### config.mk
export PLATFORM = sky130hd
export DESIGN_NAME = paged_mmu_with_swap
export DESIGN_NICKNAME = d
export VERILOG_FILES = /design/src/sv/pmws_pkg.sv /design/src/sv/pmws_ram.sv /design/src/sv/pmws_ctrl.sv /design/src/sv/pmws_pmem.sv /design/src/sv/paged_mmu_with_swap.sv
export SDC_FILE = /design/constraint.sdc
export NUM_CORES = 2
export LEC_CHECK = 0
export CORE_ASPECT_RATIO = 0.5
export CORE_MARGIN = 2
export CORE_UTILIZATION = 35
export DETAILED_ROUTE_END_ITERATION = 8
export DONT_BUFFER_PORTS = 1
export HOLD_SLACK_MARGIN = 0.1
export PLACE_DENSITY = 0.59
export REMOVE_ABC_BUFFERS = 1
export SYNTH_ARGS = -nofsm -noshare
export SYNTH_HDL_FRONTEND = slang
export SYNTH_SLANG_ARGS = --single-unit
### constraint.sdc
create_clock -name clk_i -period 32.2 [get_ports clk_i]
set_clock_uncertainty 0.05 [all_clocks]
set_input_delay 4.83 -clock clk_i [delete_from_list [all_inputs] [get_ports clk_i]]
set_output_delay 4.83 -clock clk_i [all_outputs]
set_load 0.05 [all_outputs]
### src/sv/pmws_pkg.sv
// package for the paged mmu with swap
// holds sizes, status, request and table field codes and the memory request types; no dependencies
`default_nettype none
package pmws_pkg;
  localparam int NumFrames  = 4;
  localparam int FrameBytes = 16;
  localparam int NumProcs   = 4;
  localparam int PagesPerProc = 4;
  localparam int MemBytes   = NumFrames * FrameBytes;
  localparam int SlotBytes  = (PagesPerProc + 1) * FrameBytes;
  localparam int StoreBytes = NumProcs * SlotBytes;
  localparam int FrW  = $clog2(NumFrames);
  localparam int OffW = $clog2(FrameBytes);
  localparam int MaW  = $clog2(MemBytes);
  localparam int SaW  = $clog2(StoreBytes);
  localparam int PrW  = 2;
  localparam int VpW  = $clog2(PagesPerProc);
  localparam int LocW = 3;
  localparam logic [LocW-1:0] TableDisk = LocW'(NumFrames);
  localparam logic [LocW-1:0] TableNone = LocW'(NumFrames + 1);

  localparam logic [1:0] ReqMap    = 2'd0;
  localparam logic [1:0] ReqLoad   = 2'd1;
  localparam logic [1:0] ReqStore  = 2'd2;
  localparam logic [1:0] ReqUnused = 2'd3;

  localparam logic [2:0] StMapped    = 3'd0;
  localparam logic [2:0] StPermUpd   = 3'd1;
  localparam logic [2:0] StPermSame  = 3'd2;
  localparam logic [2:0] StLoaded    = 3'd3;
  localparam logic [2:0] StStored    = 3'd4;
  localparam logic [2:0] StUnalloc   = 3'd5;
  localparam logic [2:0] StNotWrite  = 3'd6;

  localparam logic [1:0] FValid = 2'd0;
  localparam logic [1:0] FFrame = 2'd1;
  localparam logic [1:0] FWrite = 2'd2;
  localparam logic [1:0] FPres  = 2'd3;

  typedef struct packed {
    logic          we;
    logic [MaW-1:0] addr;
    logic [7:0]    wdata;
  } mem_req_t;

  typedef struct packed {
    logic          we;
    logic [SaW-1:0] addr;
    logic [7:0]    wdata;
  } sto_req_t;
endpackage
`default_nettype wire

### src/sv/pmws_ram.sv
// generic single port ram with registered read
// no dependencies
`default_nettype none
module pmws_ram #(
  parameter int Depth = 64,
  parameter int AddrW = $clog2(Depth)
) (
  input  wire logic             clk_i,
  input  wire logic             we_i,
  input  wire logic [AddrW-1:0] addr_i,
  input  wire logic [7:0]       wdata_i,
  output logic      [7:0]       rdata_o
);
  logic [7:0] mem_q [Depth];
  always_ff @(posedge clk_i) begin
    if (we_i) mem_q[addr_i] <= wdata_i;
    rdata_o <= mem_q[addr_i];
  end
endmodule
`default_nettype wire

### src/sv/pmws_ctrl.sv
// sequencer for map, load and store with swapping
// depends on pmws_pkg; drives physical memory and backing store rams
`default_nettype none
module pmws_ctrl (
  input  wire logic clk_i,
  input  wire logic rst_ni,
  input  wire logic start_i,
  input  wire logic [1:0] req_type_i,
  input  wire logic [1:0] process_id_i,
  input  wire logic [5:0] virtual_address_i,
  input  wire logic writable_flag_i,
  input  wire logic [7:0] write_data_i,
  output logic busy_o,
  output logic done_o,
  output logic [2:0] status_o,
  output logic [7:0] read_data_o,
  output logic [1:0] frame_used_o,
  output logic [2:0] evictions_o,
  output pmws_pkg::mem_req_t mem_o,
  input  wire logic [7:0] mem_rdata_i,
  output pmws_pkg::sto_req_t sto_o,
  input  wire logic [7:0] sto_rdata_i,
  output logic [pmws_pkg::NumFrames-1:0] mem_clr_o
);
  localparam int FrW = pmws_pkg::FrW;
  localparam int OffW = pmws_pkg::OffW;
  localparam int SaW = pmws_pkg::SaW;
  localparam int MaW = pmws_pkg::MaW;
  localparam int LocW = pmws_pkg::LocW;
  localparam int NumF = pmws_pkg::NumFrames;
  localparam int pmws_procs = pmws_pkg::NumProcs;

  typedef enum logic [4:0] {
    S_IDLE, S_DISP, S_GRAB, S_SKIP, S_EV_PTR, S_EV_COPY, S_EV_WAIT, S_EV_FIX,
    S_EV_DONE, S_AFTER, S_TBL_RD, S_TBL_WR, S_MAIN, S_RD_V, S_RD_V2, S_RD_W,
    S_RD_W2, S_RD_P, S_RD_P2, S_MAP_WR, S_PG_RD, S_PG_WR, S_PG_FIX, S_RD_F,
    S_RD_F2, S_ACCESS, S_ACC2, S_DONE
  } state_e;

  typedef enum logic [1:0] {G_FETCH, G_CREATE, G_MAP, G_SWAPIN} goal_e;

  state_e state_q;
  goal_e goal_q;
  logic [1:0] type_q, proc_q;
  logic [5:0] va_q;
  logic rw_q;
  logic [7:0] wd_q;
  logic [2:0] status_q, ev_q;
  logic [7:0] rd_q;
  logic [1:0] used_q;
  logic skip_q;
  logic [FrW-1:0] ptr_q, f_q;
  logic [OffW:0] cnt_q;
  logic valid_q, wr_q;
  logic [NumF-1:0] taken_q, htab_q;
  logic [1:0] owner_q [NumF];
  logic [5:0] fva_q [NumF];
  logic [LocW-1:0] loc_q [pmws_procs];

  logic [pmws_pkg::VpW-1:0] vpn;
  logic [LocW-1:0] tloc;
  logic [FrW-1:0] tfr;
  logic free_found;
  logic [FrW-1:0] free_idx;
  logic [FrW-1:0] ptr_nx;
  logic [1:0] ev_own;
  logic [pmws_pkg::VpW-1:0] ev_vpn;

  assign vpn = va_q[OffW +: pmws_pkg::VpW];
  assign tloc = loc_q[proc_q];
  assign tfr = tloc[FrW-1:0];
  assign ptr_nx = ptr_q + FrW'(1);
  assign ev_own = owner_q[ptr_q];
  assign ev_vpn = fva_q[ptr_q][OffW +: pmws_pkg::VpW];

  always_comb begin
    free_found = 1'b0;
    free_idx = '0;
    for (int i = NumF - 1; i >= 0; i--) begin
      if (!taken_q[i]) begin
        free_found = 1'b1;
        free_idx = FrW'(i);
      end
    end
  end

  function automatic logic [MaW-1:0] ent(input logic [FrW-1:0] fr,
      input logic [pmws_pkg::VpW-1:0] vp, input logic [1:0] fld);
    logic [OffW-1:0] o;
    o = OffW'({vp, fld});
    return {fr, o};
  endfunction

  function automatic logic [SaW-1:0] sbase(input logic [1:0] p,
      input logic [pmws_pkg::VpW:0] area);
    return SaW'(p * pmws_pkg::SlotBytes + area * pmws_pkg::FrameBytes);
  endfunction

  assign busy_o = (state_q != S_IDLE);

  always_comb begin
    mem_o = '0;
    sto_o = '0;
    mem_clr_o = '0;
    case (state_q)
      S_EV_COPY: mem_o.addr = {ptr_q, cnt_q[OffW-1:0]};
      S_EV_WAIT: begin
        mem_o.addr = {ptr_q, cnt_q[OffW-1:0]};
        sto_o.we = 1'b1;
        sto_o.wdata = mem_rdata_i;
        sto_o.addr = (htab_q[ptr_q] ? sbase(ev_own, '0)
                      : sbase(ev_own, {1'b0, ev_vpn} + 1'b1)) + SaW'(cnt_q - 1'b1);
      end
      S_EV_FIX: begin
        if (!htab_q[ptr_q]) begin
          if (loc_q[ev_own] < LocW'(NumF)) begin
            mem_o.we = 1'b1;
            mem_o.addr = ent(loc_q[ev_own][FrW-1:0], ev_vpn, pmws_pkg::FPres);
          end else if (loc_q[ev_own] == pmws_pkg::TableDisk) begin
            sto_o.we = 1'b1;
            sto_o.addr = sbase(ev_own, '0) + SaW'({ev_vpn, pmws_pkg::FPres});
          end
        end
        mem_clr_o[ptr_q] = 1'b1;
      end
      S_TBL_RD: sto_o.addr = sbase(proc_q, '0) + SaW'(cnt_q[OffW-1:0]);
      S_TBL_WR: begin
        sto_o.addr = sbase(proc_q, '0) + SaW'(cnt_q[OffW-1:0]);
        mem_o.we = 1'b1;
        mem_o.addr = {f_q, OffW'(cnt_q - 1'b1)};
        mem_o.wdata = sto_rdata_i;
      end
      S_PG_RD: sto_o.addr = sbase(proc_q, {1'b0, vpn} + 1'b1) + SaW'(cnt_q[OffW-1:0]);
      S_PG_WR: begin
        sto_o.addr = sbase(proc_q, {1'b0, vpn} + 1'b1) + SaW'(cnt_q[OffW-1:0]);
        mem_o.we = 1'b1;
        mem_o.addr = {f_q, OffW'(cnt_q - 1'b1)};
        mem_o.wdata = sto_rdata_i;
      end
      S_PG_FIX: begin
        mem_o.we = 1'b1;
        mem_o.addr = ent(tfr, vpn, cnt_q[0] ? pmws_pkg::FFrame : pmws_pkg::FPres);
        mem_o.wdata = cnt_q[0] ? 8'(f_q) : 8'd1;
      end
      S_RD_V: mem_o.addr = ent(tfr, vpn, pmws_pkg::FValid);
      S_RD_W: mem_o.addr = ent(tfr, vpn, pmws_pkg::FWrite);
      S_RD_P: mem_o.addr = ent(tfr, vpn, pmws_pkg::FPres);
      S_RD_F: mem_o.addr = ent(tfr, vpn, pmws_pkg::FFrame);
      S_MAP_WR: begin
        mem_o.we = 1'b1;
        case (cnt_q[1:0])
          2'd0: begin
            mem_o.addr = ent(tfr, vpn, pmws_pkg::FWrite);
            mem_o.wdata = 8'(rw_q);
          end
          2'd1: begin
            mem_o.addr = ent(tfr, vpn, pmws_pkg::FPres);
            mem_o.wdata = 8'd1;
          end
          2'd2: begin
            mem_o.addr = ent(tfr, vpn, pmws_pkg::FFrame);
            mem_o.wdata = 8'(f_q);
          end
          default: begin
            mem_o.addr = ent(tfr, vpn, pmws_pkg::FValid);
            mem_o.wdata = 8'd1;
          end
        endcase
      end
      S_ACCESS: begin
        if (type_q == pmws_pkg::ReqMap) begin
          mem_o.we = (wr_q != rw_q);
          mem_o.addr = ent(tfr, vpn, pmws_pkg::FWrite);
          mem_o.wdata = 8'(rw_q);
        end else begin
          mem_o.we = (type_q == pmws_pkg::ReqStore);
          mem_o.addr = {used_q[FrW-1:0], va_q[OffW-1:0]};
          mem_o.wdata = wd_q;
        end
      end
      default: ;
    endcase
  end

  always_ff @(posedge clk_i or negedge rst_ni) begin
    if (!rst_ni) begin
      state_q <= S_IDLE;
      goal_q <= G_FETCH;
      taken_q <= '0;
      htab_q <= '0;
      ptr_q <= '0;
      done_o <= 1'b0;
      for (int i = 0; i < NumF; i++) begin
        owner_q[i] <= '0;
        fva_q[i] <= '0;
      end
      for (int i = 0; i < pmws_procs; i++) loc_q[i] <= pmws_pkg::TableNone;
      status_q <= '0; rd_q <= '0; used_q <= '0; ev_q <= '0;
      type_q <= '0; proc_q <= '0; va_q <= '0; rw_q <= '0; wd_q <= '0;
      skip_q <= '0; f_q <= '0; cnt_q <= '0; valid_q <= '0; wr_q <= '0;
    end else begin
      done_o <= 1'b0;
      case (state_q)
        S_IDLE: begin
          if (start_i) begin
            type_q <= req_type_i; proc_q <= process_id_i; va_q <= virtual_address_i;
            rw_q <= writable_flag_i; wd_q <= write_data_i;
            status_q <= pmws_pkg::StUnalloc; rd_q <= '0; used_q <= '0; ev_q <= '0;
            state_q <= S_DISP;
          end
        end
        S_DISP: begin
          if (type_q == pmws_pkg::ReqUnused) state_q <= S_DONE;
          else if (type_q == pmws_pkg::ReqMap && tloc == pmws_pkg::TableNone) begin
            goal_q <= G_CREATE; skip_q <= 1'b0; state_q <= S_GRAB;
          end else if (tloc == pmws_pkg::TableDisk) begin
            goal_q <= G_FETCH; skip_q <= 1'b0; state_q <= S_GRAB;
          end else if (tloc < LocW'(NumF)) state_q <= S_RD_V;
          else state_q <= S_DONE;
        end
        S_GRAB: begin
          if (free_found) begin
            f_q <= free_idx; state_q <= S_AFTER;
          end else begin
            ptr_q <= ptr_nx; state_q <= S_SKIP;
          end
        end
        S_SKIP: begin
          if (skip_q && owner_q[ptr_q] == proc_q && htab_q[ptr_q]) ptr_q <= ptr_nx;
          cnt_q <= '0;
          state_q <= S_EV_COPY;
        end
        S_EV_COPY: begin
          cnt_q <= cnt_q + 1'b1; state_q <= S_EV_WAIT;
        end
        S_EV_WAIT: begin
          if (cnt_q == (OffW+1)'(pmws_pkg::FrameBytes)) state_q <= S_EV_FIX;
          else cnt_q <= cnt_q + 1'b1;
        end
        S_EV_FIX: begin
          if (htab_q[ptr_q]) begin
            loc_q[ev_own] <= pmws_pkg::TableDisk;
            htab_q[ptr_q] <= 1'b0;
          end
          taken_q[ptr_q] <= 1'b0;
          if (ev_q != 3'd7) ev_q <= ev_q + 1'b1;
          f_q <= ptr_q;
          state_q <= S_AFTER;
        end
        S_AFTER: begin
          cnt_q <= '0;
          case (goal_q)
            G_FETCH: state_q <= S_TBL_RD;
            G_CREATE: begin
              taken_q[f_q] <= 1'b1; htab_q[f_q] <= 1'b1; owner_q[f_q] <= proc_q;
              fva_q[f_q] <= va_q; loc_q[proc_q] <= LocW'(f_q);
              state_q <= S_RD_V;
            end
            G_MAP: begin
              taken_q[f_q] <= 1'b1; htab_q[f_q] <= 1'b0; owner_q[f_q] <= proc_q;
              fva_q[f_q] <= va_q; state_q <= S_MAP_WR;
            end
            default: state_q <= S_PG_RD;
          endcase
        end
        S_TBL_RD: begin
          cnt_q <= cnt_q + 1'b1; state_q <= S_TBL_WR;
        end
        S_TBL_WR: begin
          if (cnt_q == (OffW+1)'(pmws_pkg::FrameBytes)) begin
            taken_q[f_q] <= 1'b1; htab_q[f_q] <= 1'b1; owner_q[f_q] <= proc_q;
            loc_q[proc_q] <= LocW'(f_q);
            state_q <= S_RD_V;
          end else cnt_q <= cnt_q + 1'b1;
        end
        S_RD_V: state_q <= S_RD_V2;
        S_RD_V2: begin
          valid_q <= (mem_rdata_i == 8'd1); state_q <= S_RD_W;
        end
        S_RD_W: state_q <= S_RD_W2;
        S_RD_W2: begin
          wr_q <= (mem_rdata_i == 8'd1);
          if (type_q == pmws_pkg::ReqMap && !valid_q) begin
            goal_q <= G_MAP; skip_q <= 1'b1; state_q <= S_GRAB;
          end else if (valid_q && (type_q != pmws_pkg::ReqStore || mem_rdata_i == 8'd1))
            state_q <= S_RD_P;
          else begin
            if (valid_q) status_q <= pmws_pkg::StNotWrite;
            state_q <= S_DONE;
          end
        end
        S_MAP_WR: begin
          cnt_q <= cnt_q + 1'b1;
          if (cnt_q[1:0] == 2'd3) begin
            status_q <= pmws_pkg::StMapped; used_q <= 2'(f_q); state_q <= S_DONE;
          end
        end
        S_RD_P: state_q <= S_RD_P2;
        S_RD_P2: begin
          if (mem_rdata_i != 8'd1) begin
            goal_q <= G_SWAPIN; skip_q <= 1'b1; state_q <= S_GRAB;
          end else state_q <= S_RD_F;
        end
        S_PG_RD: begin
          cnt_q <= cnt_q + 1'b1; state_q <= S_PG_WR;
        end
        S_PG_WR: begin
          if (cnt_q == (OffW+1)'(pmws_pkg::FrameBytes)) begin
            taken_q[f_q] <= 1'b1; htab_q[f_q] <= 1'b0; owner_q[f_q] <= proc_q;
            fva_q[f_q] <= va_q; cnt_q <= '0; state_q <= S_PG_FIX;
          end else cnt_q <= cnt_q + 1'b1;
        end
        S_PG_FIX: begin
          cnt_q <= cnt_q + 1'b1;
          if (cnt_q[0]) state_q <= S_RD_F;
        end
        S_RD_F: state_q <= S_RD_F2;
        S_RD_F2: begin
          used_q <= 2'(mem_rdata_i[FrW-1:0]); state_q <= S_ACCESS;
        end
        S_ACCESS: begin
          if (type_q == pmws_pkg::ReqMap) begin
            status_q <= (wr_q == rw_q) ? pmws_pkg::StPermSame : pmws_pkg::StPermUpd;
            state_q <= S_DONE;
          end else if (type_q == pmws_pkg::ReqLoad) state_q <= S_ACC2;
          else begin
            status_q <= pmws_pkg::StStored; state_q <= S_DONE;
          end
        end
        S_ACC2: begin
          rd_q <= mem_rdata_i; status_q <= pmws_pkg::StLoaded; state_q <= S_DONE;
        end
        S_DONE: begin
          done_o <= 1'b1; state_q <= S_IDLE;
        end
        default: state_q <= S_IDLE;
      endcase
    end
  end

  assign status_o = status_q;
  assign read_data_o = rd_q;
  assign frame_used_o = used_q;
  assign evictions_o = ev_q;
endmodule
`default_nettype wire

### src/sv/pmws_pmem.sv
// physical memory with per-frame clear through valid bits
// depends on pmws_pkg
`default_nettype none
module pmws_pmem (
  input  wire logic clk_i,
  input  wire logic rst_ni,
  input  pmws_pkg::mem_req_t req_i,
  input  wire logic [pmws_pkg::NumFrames-1:0] clr_i,
  output logic [7:0] rdata_o
);
  localparam int Bytes = pmws_pkg::MemBytes;
  logic [7:0] mem_q [Bytes];
  logic [Bytes-1:0] vld_q;
  logic [7:0] raw_q;
  logic rv_q;
  always_ff @(posedge clk_i) begin
    if (req_i.we) mem_q[req_i.addr] <= req_i.wdata;
    raw_q <= mem_q[req_i.addr];
  end
  always_ff @(posedge clk_i or negedge rst_ni) begin
    if (!rst_ni) begin
      vld_q <= '0;
      rv_q <= 1'b0;
    end else begin
      rv_q <= vld_q[req_i.addr];
      for (int f = 0; f < pmws_pkg::NumFrames; f++) begin
        if (clr_i[f]) vld_q[f*pmws_pkg::FrameBytes +: pmws_pkg::FrameBytes] <= '0;
      end
      if (req_i.we) vld_q[req_i.addr] <= 1'b1;
    end
  end
  assign rdata_o = rv_q ? raw_q : 8'd0;
endmodule
`default_nettype wire

### src/sv/paged_mmu_with_swap.sv
// paged mmu with round-robin swap to a backing store
// a transaction may fetch its table and page in its data, each evicting a frame first;
// frames move as 16-byte copies, a byte a cycle
// throughput: one transaction at a time; the next is taken once the result is accepted
// reset: control and tables clear at once; memory reads zero via per-byte valid bits
// depends on pmws_pkg, pmws_ctrl, pmws_pmem, pmws_ram
`default_nettype none
module paged_mmu_with_swap (
  input  wire logic clk_i,
  input  wire logic rst_ni,
  input  wire logic in_valid_i,
  output logic      in_stall_o,
  input  wire logic [1:0] req_type_i,
  input  wire logic [1:0] process_id_i,
  input  wire logic [5:0] virtual_address_i,
  input  wire logic writable_flag_i,
  input  wire logic [7:0] write_data_i,
  output logic      out_valid_o,
  input  wire logic out_stall_i,
  output logic [2:0] status_o,
  output logic [7:0] read_data_o,
  output logic [1:0] frame_used_o,
  output logic [2:0] evictions_o
);
  pmws_pkg::mem_req_t mem_req;
  pmws_pkg::sto_req_t sto_req;
  logic [7:0] mem_rd, sto_rd;
  logic [pmws_pkg::NumFrames-1:0] clr;
  logic busy, done;
  logic [2:0] st;
  logic [7:0] rd;
  logic [1:0] fu;
  logic [2:0] ev;
  logic start;

  assign in_stall_o = busy || done || out_valid_o;
  assign start = in_valid_i && !in_stall_o;

  pmws_ctrl u_ctrl (
    .clk_i, .rst_ni, .start_i(start),
    .req_type_i, .process_id_i, .virtual_address_i, .writable_flag_i, .write_data_i,
    .busy_o(busy), .done_o(done),
    .status_o(st), .read_data_o(rd), .frame_used_o(fu), .evictions_o(ev),
    .mem_o(mem_req), .mem_rdata_i(mem_rd), .sto_o(sto_req), .sto_rdata_i(sto_rd),
    .mem_clr_o(clr)
  );

  pmws_pmem u_pmem (.clk_i, .rst_ni, .req_i(mem_req), .clr_i(clr), .rdata_o(mem_rd));

  pmws_ram #(.Depth(pmws_pkg::StoreBytes)) u_store (
    .clk_i, .we_i(sto_req.we), .addr_i(sto_req.addr), .wdata_i(sto_req.wdata),
    .rdata_o(sto_rd)
  );

  always_ff @(posedge clk_i or negedge rst_ni) begin
    if (!rst_ni) begin
      out_valid_o <= 1'b0;
      status_o <= '0; read_data_o <= '0; frame_used_o <= '0; evictions_o <= '0;
    end else begin
      if (done) begin
        out_valid_o <= 1'b1;
        status_o <= st; read_data_o <= rd; frame_used_o <= fu; evictions_o <= ev;
      end else if (!out_stall_i) out_valid_o <= 1'b0;
    end
  end

`ifndef SYNTHESIS
  a_no_start_busy: assert property (@(posedge clk_i) disable iff (!rst_ni)
    start |=> busy) else $error("accepted transaction did not start work");
  a_done_valid: assert property (@(posedge clk_i) disable iff (!rst_ni)
    done |=> out_valid_o) else $error("result lost");
  a_status_range: assert property (@(posedge clk_i) disable iff (!rst_ni)
    out_valid_o |-> status_o != 3'd7) else $error("bad status");
`endif
endmodule
`default_nettype wire

* Word level (Yosys, flattened, before mapping)
Memory sizes are Yosys's and may differ from the RTL's. A register that Yosys moved wholly into a read port is not among the register bits. Index checks and enable logic that the tools add are counted.
Storage, ports and cells: memories 2, bits in writable memories 3072, bits in registers 189, output and inout bits 18, logic and storage cells 357, input port bits 23
Cells by class: $mul 2, add/subtract/negate cells 13, bitwise gates (word level) 15, eq/ne operators 68, order comparisons 15, reduce and logical (&&, ||, !) cells 59, mux-type cells 144
Memories:
- u_store.mem_q | words 320, bits a word 8, rd ports 1, clocked after memory_dff 1, wr ports 1, line pmws_ram.sv:14 | logic [7:0] mem_q [Depth];
- u_pmem.mem_q | words 64, bits a word 8, rd ports 1, clocked after memory_dff 1, wr ports 1, line pmws_pmem.sv:12 | logic [7:0] mem_q [Bytes];
Operators by type and width (number):
- one-hot mux 5 bit (24 select lines) | 1
- 2-to-1 mux 5 bit | 15
- == test 5 bit, second input constant | 13
- 2-to-1 mux 16 bit | 4
- 2-to-1 mux 64 bit | 1
- OR 64 bit | 1
- one-hot mux 6 bit (10 select lines) | 1
- 2-to-1 mux 24 bit | 2
- one-hot mux 24 bit (2 select lines) | 1
- 2-to-1 mux 3 bit | 15
- 2-to-1 mux 2 bit | 20
- 2-to-1 mux 8 bit | 5
- 2-to-1 mux 12 bit | 3
- one-hot mux 12 bit (3 select lines) | 1
- one-hot mux 9 bit (4 select lines) | 1
- 2-to-1 mux 4 bit | 8
- one-hot mux 8 bit (2 select lines) | 2
- one-hot mux 8 bit (4 select lines) | 1
- == test 5 x 4 -> 1 bit, second input constant | 6
- 2-to-1 mux 10 bit | 3
- != test 2 x 1 -> 1 bit, second input constant | 15
- one-hot mux 10 bit (3 select lines) | 1
- adder 9 x 4 -> 9 bit | 3
- bitwise mux 24 bit | 1
- 83 further kinds | 192

* Logic depth before layout (Yosys ltp)
word-level depth 18, gate-level depth with buffers 22, depth with buffers taken out 19

* Cells and area by module
A second synthesis with hierarchy kept.
Second synthesis, totals: cells, all modules 6566, area total of the unflattened synthesis 129788.2 µm²
By module, submodules not included:
- pmws_ram | cells each 4677, seq. area each 77033.9 µm², area an instance 99734.4 µm², instances 1
- pmws_pmem | cells each 1112, seq. area each 17161.5 µm², area an instance 22679.3 µm², instances 1
- pmws_ctrl | cells each 739, seq. area each 2262.2 µm², area an instance 6677.7 µm², instances 1
- paged_mmu_with_swap | cells each 38, seq. area each 425.4 µm², area an instance 696.9 µm², instances 1

* Worst setup path before layout
OpenSTA, ideal clock, no wires.
path kind reg2reg, from register u_ctrl.state_q[4], to memory u_store.mem_q[0][1] (data pin), data required time 30464 ps, arrival time 8588 ps, setup slack 21876 ps, stages on the path, launching flop included 5, clock period less this slack 10324 ps, path buffers 1, setup time 1686 ps, cells stage by stage dfrtp_1 clkbuf_1 nor2_1 nand2_1 nor2_1
RTL lines:
- from (decl) | line pmws_ctrl.sv:42 | state_e state_q;
- from (signal assigned) | line pmws_ctrl.sv:187 | state_q <= S_IDLE;
- from (signal assigned) | line pmws_ctrl.sv:209 | state_q <= S_DISP;
- from (signal assigned) | line pmws_ctrl.sv:213 | if (type_q == pmws_pkg::ReqUnused) state_q <= S_DONE;
- to (decl) | line pmws_ram.sv:14

* Worst setup path in the final report
from register u_ctrl.state_q[4], to output in_stall_o
Between the ends: word-level cells in the longest chain between the ends 3
RTL lines:
- nonzero test 5 bit | line pmws_ctrl.sv:99 | assign busy_o = (state_q != S_IDLE);
- logical OR 1 bit (2 in a row) | line paged_mmu_with_swap.sv:36 | assign in_stall_o = busy || done || out_valid_o;
- to (decl) | line paged_mmu_with_swap.sv:12 | output logic in_stall_o,
No other way between the ends.

==> impl_results.md <==
- Seq/Total Area, Yosys: 77.4%
- Setup tns final: 0 ns
- Drt pass-1 iters: 9
- Critical Path RT: 27.32 ns
- Kind of critical path: flop to primary output
- Number of vias per cell: 5.85
- Die Height: 427 um
- Outcome: finished with violations
- Delay-heaviest family, CP: simple AND/OR/NAND/NOR gates
- Hold Buf Count CTS: 0
- Highest routed layer: met5
- Slowest stage delay, CP: 0.59 ns
- Final Hold Fails: 0
- Routed WL: 360000 um
- Worst r2r src: u_ctrl.cnt_q[0]
- Sequential power share: 42.9%
- Vias in the first global route: 71300
- # H-tree levels: 5
- Clock Power Share: 30.9%
- First-pass GRT wire length: 515000 um
- CP max-delay cell: nor3_1
- Comb pwr share: 26.2%
- WP data arrival: 2.99 ns
- Reg2reg end: u_store.rdata_o[0]
- HPWL Detailed: 203000 um
- Synthesized area: 125000 um^2
- Dpl ws: 24.57 ns
- Die Area: 363000 um^2
- Syn avg cell area: 15.8 um^2
- Min cycle time layout: 7.87 ns
- Routed len/inst: 28.0 um
- # port buffers: 0
- Fin nets: 7878
- Slew HR: 1.16%
- P_leak: 42.7 nW
- Num rows: 155
- Pins Over Slew Limit: 0
- Initial antenna violation count: 17
- CORE AREA: 356000 um^2
- M1 wire length: 146000 um
- Failing checks: DRC, capacitance limit
- Net Sw Frac: 33.4%
- Sinks on Clock Net: 3260
- Routed Antenna Nets: 0
- Reg-to-reg slack, setup: 24.51 ns
- Worst-margin pin slew: 1.47 ns
- Layout area overhead: 11.7%
- Final setup fails: 0
- Root Driver: clkbuf_16
- CP bufs+invs: 1
- Startpoint types: flop
- Crit path to: in_stall_o
- Synth Instances: 7946
- Max_cap viols: 1
- Resized cells post-CTS: 0
- Final Wtd Congestion: 0.857
- Starting Density: 35.1%
- Unique masters post-synth: 85
- Vias: 75200
- Crit path cell chain: buf_4 > or2_1 > nor3_1 > nand2_1
- Final worst setup slack: 24.33 ns
- Int Pwr: 0.00753 W
- Crit path depth: 4
- Clock tree buffer depth: 4
- Ports: 41
- Tcrit/Tclk final: 24.4%
- Metal2 WL: 166000 um
- Largest net degree at the start of global routing: 199
- Hold WC Path Type: flop to flop
- Crit. End Element: primary output
- GRT overflow: 0
- YS warnings: 0
- Post-CTS setup buffers: 0
- Max Clk Rate: 0.127 GHz
- Gr usage total: 18.9%
- Iteration-0 DRC Markers: 13300
- Net switching power: 0.00377 W
- Yosys reg bits: 3260
- Clock Latency Late Sink: 0.88 ns
- FFs w/ async S/R, synth: 5.28%
- Proportion of layout cells with a drive suffix above 1: 8.94%
- Power per cell area: 80.8 nW/um^2
- Synth Flop Type: edfxtp_1
- Peak supply drop: 0.0000534 V
- Setup crit start: u_ctrl.state_q[4]
- CTS tree: built
- # DRC: 8
- Reg2Reg Depth: 16
- TritonCTS Buffers: 309
- Post-synth EDFFs: 3072
- Metal3 WL: 36700 um
- RSZ-0062 raised after global routing: false
- Worst Path Max Fanout: 35
- Die W: 850 um
- Clock slew at reported path FFs: 0.06 ns
-- sequential cells by signal, summed over array words and instances (netlist names), 6 cells and up --
name,count
u_store.mem_q,2560
u_ctrl.read_data_o,8
u_pmem.mem_q,512
u_ctrl.owner_q,8
u_ctrl.wd_q,8
u_pmem.vld_q,64
u_store.rdata_o,8
read_data_o,8
u_ctrl.va_q,6
u_pmem.raw_q,8
u_ctrl.loc_q,12
u_ctrl.fva_q,8
-- worst min path at each step --
stage / end / slack (ns) / from / depth (start not counted)
after CTS: u_pmem.vld_q[59] / 0.43 / u_pmem.vld_q[59] / 1
final: u_pmem.vld_q[59] / 0.42 / u_pmem.vld_q[59] / 1
after floorplan: u_pmem.vld_q[59] / 0.39 / u_pmem.vld_q[59] / 1
after global routing: u_pmem.vld_q[13] / 0.44 / u_pmem.vld_q[13] / 1
after detailed placement: u_pmem.vld_q[59] / 0.41 / u_pmem.vld_q[59] / 1
after global placement: u_pmem.vld_q[40] / 0.41 / u_pmem.vld_q[40] / 1
-- synth_stat cells, drive strengths merged, types with 8 or more instances --
library cell  instances  share of area [%]
o41ai                13              0.091
a221oi               27               0.19
nand4                18              0.090
a21o                 72               0.43
nand2b               20               0.10
or2                   8              0.040
a222oi              639                5.1
and3                 19              0.095
a211oi               75               0.45
a22oi                25               0.15
mux2                 58               0.52
ha                   27               0.27
o31ai                 8              0.048
and2                 21               0.10
o221ai               20               0.14
a311oi               46               0.32
nand3               104               0.42
a21oi               512                2.0
dfstp                 8               0.17
inv                  33              0.099
nor3                 65               0.26
or4                   8              0.048
clkbuf              342                1.0
nor2b                42               0.21
dfxtp                16               0.26
nor2                475                1.4
o311ai                9              0.063
a32oi                12              0.084
a31oi                25               0.12
a2111oi              10              0.081
nor4                111               0.55
o21ai               185               0.75
a221o                 8              0.064
mux2i                87               0.70
o22ai               127               0.63
nand2               843                2.5
edfxtp             3072                 74
a21boi              216                1.3
buf                 251                1.0
a22o                 16               0.11
mux4                 14               0.25
dfrtp               164                3.3
-- per-stage QoR --
stage               utilization [%]  cell area [um^2]  total power [W]  std cells  hold WS [ns]
floorplan                         -            123000          0.00716       7353         0.392
detailed placement             36.6            130000          0.00785      12300         0.412
CTS                            39.2            140000           0.0113      12800         0.426
global placement               36.6            130000          0.00784      12300         0.405
finish                         39.2            140000           0.0113      12900         0.425
global route                   39.2            140000           0.0117      12800         0.439
-- cell type report --
type / count / area (um^2)
antenna: 6 / 15.0
inverter: 34 / 128
multi-input combinational: 4059 / 26000
clock inverter: 133 / 1080
clock buffer: 408 / 8320
fill: 32500 / 216000
timing repair buffer: 162 / 1380
sequential: 3260 / 96900
tap: 4788 / 5990
-- cell usage in the layout, fill, tap and decap left out, drive strengths merged, types with 20 or more instances in the layout --
cell type,Yosys,layout
a211oi,75,75
a21boi,216,216
a21o,72,72
a21oi,512,512
a221oi,27,27
a222oi,639,639
a22oi,25,25
a311oi,46,46
a31oi,25,25
and2,21,21
buf,251,162
clkbuf,342,408
clkinv,1,111
dfrtp,164,164
edfxtp,3072,3072
ha,27,27
inv,33,42
mux2,58,58
mux2i,87,87
nand2,843,843
nand2b,20,20
nand3,104,104
nor2,475,475
nor2b,42,42
nor3,65,65
nor4,111,111
o21ai,185,185
o221ai,20,20
o22ai,127,127
-- logic make-up after synthesis --
logic type,after synthesis,share of synthesized area (%)
AOI/OAI and AO/OA,2096,12.5
xor gates and xnor gates,15,0.116
adders and majority gates,30,0.310
buffers and inverters,627,2.12
DFF,3260,77.4
muxes,159,1.47
and+or+nand+nor,1759,6.04
-- metal layers --
| metal | track usage [%] | vias to the layer above |
|---|---|---|
| met5 | 0 | - |
| met4 | 5.90 | 10 |
| met3 | 3.77 | 663 |
| met2 | 29.8 | 4194 |
| met1 | 26.6 | 38400 |
| li1 | - | 31900 |
-- power by group through the flow --
stage	Sequential (W)	Combinational (W)	Clock, W
3_5_place_dp	0.00493	0.00291	0
3_3_place_gp	0.00494	0.00291	0
4_1_cts	0.00485	0.00293	0.00352
5_1_grt	0.00485	0.00312	0.00368
6_report	0.00485	0.00296	0.00349
2_1_floorplan	0.00490	0.00225	0
Note: power is estimated with default switching activity, not from simulation.
